==> config.mk <==
export PLATFORM = sky130hd
export DESIGN_NAME = grct_ctrl
export DESIGN_NICKNAME = d
export VERILOG_FILES = /design/src/grct_pkg.sv /design/src/grct_ctrl.sv
export SDC_FILE = /design/constraint.sdc
export NUM_CORES = 1
export LEC_CHECK = 0
export BUFFER_PORTS_ARGS = -buffer_cell sky130_fd_sc_hd__buf_2
export CORE_MARGIN = 2
export CORE_UTILIZATION = 45
export DETAILED_ROUTE_END_ITERATION = 8
export GPL_ROUTABILITY_DRIVEN = 0
export PLACE_DENSITY = 0.76
export SKIP_CTS_REPAIR_TIMING = 1
export SLEW_MARGIN = 20
export SYNTH_ARGS = -nofsm -noshare
export SYNTH_HDL_FRONTEND = slang
export SYNTH_SLANG_ARGS = --single-unit
==> constraint.sdc <==
create_clock -name clk -period 2.1 [get_ports clk]
set_input_delay 0 -clock clk [delete_from_list [all_inputs] [get_ports clk]]
set_output_delay 0 -clock clk [all_outputs]
set_load 0.01 [all_outputs]
==> src/grct_pkg.sv <==
package grct_pkg;

  typedef enum logic [4:0] {
    OP_NONE,
    OP_LOAD,
    OP_IDX_MUL,
    OP_IDX_DIV,
    OP_IDX_STORE,
    OP_FACE_MUL,
    OP_FACE_DIV,
    OP_FACE_STORE,
    OP_FACE_Z,
    OP_SEL_TAKE,
    OP_CMP_M1,
    OP_CMP_M2,
    OP_CMP,
    OP_EX_NEAR,
    OP_EX_MUL,
    OP_EX_DIV,
    OP_EX_STORE,
    OP_EMIT
  } op_t;

  typedef struct packed {
    op_t  op;
    logic ax_clr;
    logic ax_inc;
  } cmd_t;

  typedef struct packed {
    logic       in_box;
    logic       moving;
    logic       div_busy;
    logic [1:0] ax;
    logic       v_zero;
    logic       best_none;
    logic       ax_is_best;
    logic       last;
    logic       out_free;
  } stat_t;

  localparam logic [1:0] AX_X    = 2'd0;
  localparam logic [1:0] AX_Y    = 2'd1;
  localparam logic [1:0] AX_Z    = 2'd2;
  localparam logic [1:0] AX_END  = 2'd3;
  localparam logic [1:0] AX_NONE = 2'd3;

  localparam logic [2:0] REG_MIN_X  = 3'd0;
  localparam logic [2:0] REG_MIN_Y  = 3'd1;
  localparam logic [2:0] REG_MIN_Z  = 3'd2;
  localparam logic [2:0] REG_SIZE_X = 3'd3;
  localparam logic [2:0] REG_SIZE_Y = 3'd4;
  localparam logic [2:0] REG_SIZE_Z = 3'd5;
  localparam logic [2:0] REG_COLS   = 3'd6;
  localparam logic [2:0] REG_ROWS   = 3'd7;

  localparam logic [5:0] LAST_CELL_NUM = 6'd62;

endpackage

==> src/grct_ctrl.sv <==
module grct_ctrl (
  input  logic                  clk,
  input  logic                  rst,
  input  logic                  s_tvalid,
  output logic                  s_tready,
  input  grct_pkg::stat_t       stat,
  output grct_pkg::cmd_t        cmd
);

  typedef enum logic [16:0] {
    S_IDLE      = 17'h00001,
    S_CHECK     = 17'h00002,
    S_IDX_MUL   = 17'h00004,
    S_IDX_DIV   = 17'h00008,
    S_IDX_WAIT  = 17'h00010,
    S_FACE_MUL  = 17'h00020,
    S_FACE_DIV  = 17'h00040,
    S_FACE_WAIT = 17'h00080,
    S_FACE_Z    = 17'h00100,
    S_SEL       = 17'h00200,
    S_CMP_M1    = 17'h00400,
    S_CMP_M2    = 17'h00800,
    S_CMP       = 17'h01000,
    S_EX        = 17'h02000,
    S_EX_DIV    = 17'h04000,
    S_EX_WAIT   = 17'h08000,
    S_EMIT      = 17'h10000
  } state_t;

  state_t state;
  state_t state_next;

  assign s_tready = (state == S_IDLE);

  always_ff @(posedge clk) begin
    if (rst) begin
      state <= S_IDLE;
    end else begin
      state <= state_next;
    end
  end

  always_comb begin
    state_next = state;
    cmd.op     = grct_pkg::OP_NONE;
    cmd.ax_clr = 1'b0;
    cmd.ax_inc = 1'b0;
    unique case (state)
      S_IDLE: begin
        if (s_tvalid) begin
          cmd.op     = grct_pkg::OP_LOAD;
          state_next = S_CHECK;
        end
      end
      S_CHECK: begin
        cmd.ax_clr = 1'b1;
        state_next = (stat.in_box && stat.moving) ? S_IDX_MUL : S_IDLE;
      end
      S_IDX_MUL: begin
        cmd.op     = grct_pkg::OP_IDX_MUL;
        state_next = S_IDX_DIV;
      end
      S_IDX_DIV: begin
        cmd.op     = grct_pkg::OP_IDX_DIV;
        state_next = S_IDX_WAIT;
      end
      S_IDX_WAIT: begin
        if (!stat.div_busy) begin
          cmd.op = grct_pkg::OP_IDX_STORE;
          if (stat.ax == grct_pkg::AX_Y) begin
            cmd.ax_clr = 1'b1;
            state_next = S_FACE_MUL;
          end else begin
            cmd.ax_inc = 1'b1;
            state_next = S_IDX_MUL;
          end
        end
      end
      S_FACE_MUL: begin
        cmd.op     = grct_pkg::OP_FACE_MUL;
        state_next = S_FACE_DIV;
      end
      S_FACE_DIV: begin
        cmd.op     = grct_pkg::OP_FACE_DIV;
        state_next = S_FACE_WAIT;
      end
      S_FACE_WAIT: begin
        if (!stat.div_busy) begin
          cmd.op     = grct_pkg::OP_FACE_STORE;
          cmd.ax_inc = 1'b1;
          state_next = (stat.ax == grct_pkg::AX_Y) ? S_FACE_Z : S_FACE_MUL;
        end
      end
      S_FACE_Z: begin
        cmd.op     = grct_pkg::OP_FACE_Z;
        cmd.ax_clr = 1'b1;
        state_next = S_SEL;
      end
      S_SEL: begin
        if (stat.ax == grct_pkg::AX_END) begin
          cmd.ax_clr = 1'b1;
          state_next = S_EX;
        end else if (stat.v_zero) begin
          cmd.ax_inc = 1'b1;
        end else if (stat.best_none) begin
          cmd.op     = grct_pkg::OP_SEL_TAKE;
          cmd.ax_inc = 1'b1;
        end else begin
          state_next = S_CMP_M1;
        end
      end
      S_CMP_M1: begin
        cmd.op     = grct_pkg::OP_CMP_M1;
        state_next = S_CMP_M2;
      end
      S_CMP_M2: begin
        cmd.op     = grct_pkg::OP_CMP_M2;
        state_next = S_CMP;
      end
      S_CMP: begin
        cmd.op     = grct_pkg::OP_CMP;
        cmd.ax_inc = 1'b1;
        state_next = S_SEL;
      end
      S_EX: begin
        if (stat.ax == grct_pkg::AX_END) begin
          state_next = S_EMIT;
        end else if (stat.ax_is_best) begin
          cmd.op     = grct_pkg::OP_EX_NEAR;
          cmd.ax_inc = 1'b1;
        end else begin
          cmd.op     = grct_pkg::OP_EX_MUL;
          state_next = S_EX_DIV;
        end
      end
      S_EX_DIV: begin
        cmd.op     = grct_pkg::OP_EX_DIV;
        state_next = S_EX_WAIT;
      end
      S_EX_WAIT: begin
        if (!stat.div_busy) begin
          cmd.op     = grct_pkg::OP_EX_STORE;
          cmd.ax_inc = 1'b1;
          state_next = S_EX;
        end
      end
      S_EMIT: begin
        if (stat.out_free) begin
          cmd.op     = grct_pkg::OP_EMIT;
          cmd.ax_clr = 1'b1;
          state_next = stat.last ? S_IDLE : S_FACE_MUL;
        end
      end
      default: begin
        state_next = S_IDLE;
      end
    endcase
  end

endmodule

[Word level (Yosys, flattened, before mapping)]
Cells that the tools add are included.
Storage, ports and cells
  flip-flop bits (word level): 17
  input bits: 13
  output and inout bits: 8
  logic and storage cells: 70
Operators by class
  equality and inequality tests: 27
  multiplexer cells: 37
  reductions and logical operators: 5
Operators by type and width (count)
  one-hot mux 17 bit (16 select lines): 1
  2-to-1 mux 17 bit: 10
  one-hot mux 5 bit (16 select lines): 1
  2-to-1 mux 6 bit: 3
  == test 17 x 1 -> 1 bit, second input constant: 1
  == test 17 x 10 -> 1 bit, second input constant: 1
  == test 17 x 11 -> 1 bit, second input constant: 1
  == test 17 x 12 -> 1 bit, second input constant: 1
  == test 17 x 13 -> 1 bit, second input constant: 1
  == test 17 x 14 -> 1 bit, second input constant: 1
  == test 17 x 15 -> 1 bit, second input constant: 1
  == test 17 x 16 -> 1 bit, second input constant: 1
  == test 17 bit, second input constant: 1
  == test 17 x 2 -> 1 bit, second input constant: 1
  == test 17 x 3 -> 1 bit, second input constant: 1
  == test 17 x 4 -> 1 bit, second input constant: 1
  == test 17 x 5 -> 1 bit, second input constant: 1
  == test 17 x 6 -> 1 bit, second input constant: 1
  == test 17 x 7 -> 1 bit, second input constant: 1
  == test 17 x 8 -> 1 bit, second input constant: 1
  == test 17 x 9 -> 1 bit, second input constant: 1
  2-to-1 mux 4 bit: 4
  2-to-1 mux 1 bit: 10
  2-to-1 mux 5 bit: 2
  other kinds (12): 21

[Logic depth before layout (Yosys ltp)]
  depth in word-level cells: 4
  depth in mapped cells: 9

[Worst setup path before layout]
No wires, ideal clock.
  kind: reg2reg
  start: register state[13]
  end: register state[3]
  library setup time: 124 ps
  arrival: 1996 ps
  data required time: 1976 ps
  slack: -20 ps
  stages on the path, launching flop included: 9
  path buffers: 2
  period minus slack after synthesis: 2120 ps
  path through: dfxtp_1 buf_6 nor4_4 nand4_2 or4b_4 o2111ai_4 nand2b_4 buf_12 nor4b_2
On the way
  longest elaborated chain between the ends: 3
  elaborated cells between the ends (all ways): 28
  classes of those cells: eq/ne: 25; mux: 1; reduce/logical: 2
Ends and longest elaborated chain
  start, declared: RTL line grct_ctrl.sv:30  | state_t state;
  start signal, assigned: RTL line grct_ctrl.sv:39  | state <= state_next;
  == test 17 x 13 -> 1 bit (tied with other cells): RTL line grct_ctrl.sv:48  | unique case (state)
  OR reduction 2 bit (no line) (tied with other cells)
  one-hot mux 17 bit (16 select lines) or AND reduction 8 bit (tied branches)
Several ways; a longest one is shown, not always the timed one.
A chain may end at the register's enable or synchronous reset.

[Final worst setup path]
  start: register state[12]
  end: register state[3]
The elaborated chain is that of the path after synthesis.

==> summary.md <==
| Metric | Value |
|---|---|
| Post-synth top area cell | dfxtp_1 |
| Vias in the first global route | 1364 |
| Antenna violations before repair | 0 |
| WP data required | 2.29 ns |
| Cell count after synthesis | 165 |
| Share of cells above drive strength 1 | 47.53% |
| Pwr/cell area | 639.0 mW/mm^2 |
| Slew headroom | 70.86% |
| Synth Flop Type | dfxtp_1 |
| Sequential Area | 347.8 sq um |
| Die Area | 0.003505 sq mm |
| Largest cells by area after synthesis | dfxtp_1 (25%), nor2_1 (4.1%), nand3_1 (4.0%) |
| Largest net degree at the start of global routing | 11 |
| Layout fillers | 226 |
| RR Startpoint | state[12] |
| Count of cell types in the netlist | 58 |
| Post-synth top area share | 24.82% |
| Cell area after layout | 0.001931 sq mm |
| Global-route wire length before repair | 6.458 mm |
| MaxCap Viol Count | 0 |
| Final hold violations | 0 |
| Seq/Total Area, Yosys | 24.82% |
| Row count | 20 |
| Syn_nets | 178 |
| RR Endpoint | state[3] |
| Total number of vias | 1597 |
| CP top delay family | simple AND/OR/NAND/NOR gates |
| Worst reg2reg setup slack | -0.18 ns |
| Total power | 1.234 mW |
| Setup TNS | -2.958 ns |
| Antenna Cells | 0 |
| Avg WL per Cell | 17.88 microns |
| Die W | 59.20 microns |
| Drt first pass iters | 4 |
| Crit path max fanout | 6 |
| Inst Count DP | 234 |
| Violated checks | setup timing |
| WP data arrival | 2.47 ns |
| Die H | 59.20 microns |
| Internal power | 0.7565 mW |
| Switching Share | 38.68% |
| Tmin final | 2.284 ns |
| Hold depth | 3 |
| Initial core utilization | 46.05% |
| Psw | 0.4771 mW |
| Setup crit end kind | flip-flop |
| WHS | 0.01481 ns |
| Drt drc | 0 |
| H-tree levels | 1 |
| VDD IR max | 0.0003334 V |
| Sequential share of power | 29.2% |
| Critical path buffer and inverter count | 1 |
| CTS tree | yes |
| Initial DRC Count | 61 |
| Most flop-heavy register | state |
| Worst Reg-to-Reg Cells | 7 |
| GRT overflow | 0 |
| Final worst slack | -0.1842 ns |
| Non-filler instance count after layout | 256 |
| Seq cells post-synth | 17 |
| Startpoint types | flip-flop |
| Gr usage total | 24.53% |
| Post-DP Area | 0.001632 sq mm |
| Status | finished, violations left |
| Crit-path max cell delay | 0.51 ns |
| Mean post-synth cell area | 8.311 sq um |
| Fin Clk Skew | 0.001203 ns |
| FFs w/ async S/R, synth | 0% |
| Maximum clock rate | 0.4378 GHz |
| Hold/Removal Path Class | in -> reg |
| Number of port buffers | 20 |
| Slowest-stage cell, CP | or4b_4 |
| Largest regs | state x17 |
| Mapped Area | 0.001371 sq mm |
| Top-count cell post-synth | dfxtp_1 |
| Combinational fraction of design power | 55.9% |
| ANT nets after route | 0 |
| LEAKAGE | 0.8189 nW |
| Period Utilization, post-route | 108.8% |
| Area growth from synthesis to layout | 40.78% |
| # nets final | 237 |
| Worst-Margin Slew | 0.4339 ns |
| Clk pwr share | 14.8% |
| Drt total wl | 4.577 mm |
| Hpwl dp | 3.141 mm |
| CTS Buffer Depth | 2 |
| Slew Viols, Final | 0 |
| RSZ-0062 raised after global routing | true |
| Multi-input gate area | 0.001061 sq mm |
| Max FFs per register | 17 |
| Post-layout util | 64.83% |
| EDFF count, synth | 0 |
| Critical path cell sequence | nor4_4 > nand4_2 > buf_4 > or4b_4 > o2111ai_4 > nand2b_4 > nor4b_2 |
| IO Pins | 21 |
| Worst hold path endpoint | state[16] |
| Final setup viols | 23 |
| Pre-CTS setup slack | -0.03350 ns |
| Clk slew on worst S/H paths | 0.10 ns |
| Worst skew pair latency | 0.30 ns |
| Crit Path Category | reg -> reg |
| Sink Count | 17 |
| Synth warn | 0 |
| Core Footprint | 0.002978 sq mm |
| Vias per Instance | 6.238 |
| Post-synth top cells | dfxtp_1 (17), nor2_1 (15), nand3_1 (11) |
| CTS Buf Count | 3 |
| CTS Root Cell | clkbuf_4 |
| Hold Crit Start | stat[6] |
[power groups by stage]
stage	combinational, mW	sequential, mW	clock, mW
after floorplan	0.335	0.365	0
after global routing	0.731	0.361	0.207
after global placement	0.505	0.358	0
after CTS	0.516	0.354	0.186
after detailed placement	0.513	0.362	0
final	0.690	0.360	0.183
[worst reg2reg max path: stages, from the launching register on]
cell	delay, ns
dfxtp_4	0.37
nor4_4	0.45
nand4_2	0.18
buf_4	0.18
or4b_4	0.51
o2111ai_4	0.16
nand2b_4	0.26
nor4b_2	0.06
[final cells by class]
| class | count | share of cell area, % |
|---|---|---|
| Multi-Input combinational cell | 133 | 54.96 |
| Inverter | 7 | 1.361 |
| Clock inverter | 1 | 0.2592 |
| Clock buffer | 3 | 1.167 |
| Timing Repair Buffer | 62 | 22.10 |
| Sequential cell | 17 | 18.02 |
| Tap cell | 33 | 2.139 |
[how the worst max path moves through the flow]
stage | start | to | slack [ns] | cells past startpoint
finish | state[12] | state[3] | -0.18 | 7
global route | state[12] | cmd[2] | -0.23 | 9
CTS | state[12] | cmd[2] | -0.30 | 8
detailed placement | state[4] | state[3] | -0.03 | 6
global placement | state[4] | state[3] | 0.03 | 6
floorplan | state[13] | state[3] | 0.003 | 8
[cell usage in the layout, fill, tap and decap left out, drive strengths merged, types with 3 or more instances in the layout]
master,n
buf,59
dfxtp,17
nand3,11
a21oi,9
nand2,5
inv,7
nor3,5
nor4,11
o21ai,7
nor2,20
nand2b,6
xnor2,3
clkbuf,3
dlygate4sd3,3
nand4,8
xor2,4
[cells by family (layout without fill, tap and decap cells)]
group                     after synthesis  in the layout  synth area share [%]
and+or+nand+nor                        90             91                 44.43
xor gates and xnor gates                7              7                 4.471
muxes                                   2              2                 1.460
DFF                                    17             17                 24.82
buffers and inverters                  16             73                 6.934
AOI/OAI and AO/OA                      33             33                 17.88
[per-layer routing]
layer / track usage (%) / wire length [microns] / up-vias
li1: - / - / 743
met1: 33.82 / 1912 / 759
met2: 38.30 / 2138 / 73
met3: 3.493 / 329 / 22
met4: 9.740 / 197 / 0
met5: 0 / 0 / -
(Power assumes the default switching activity.)
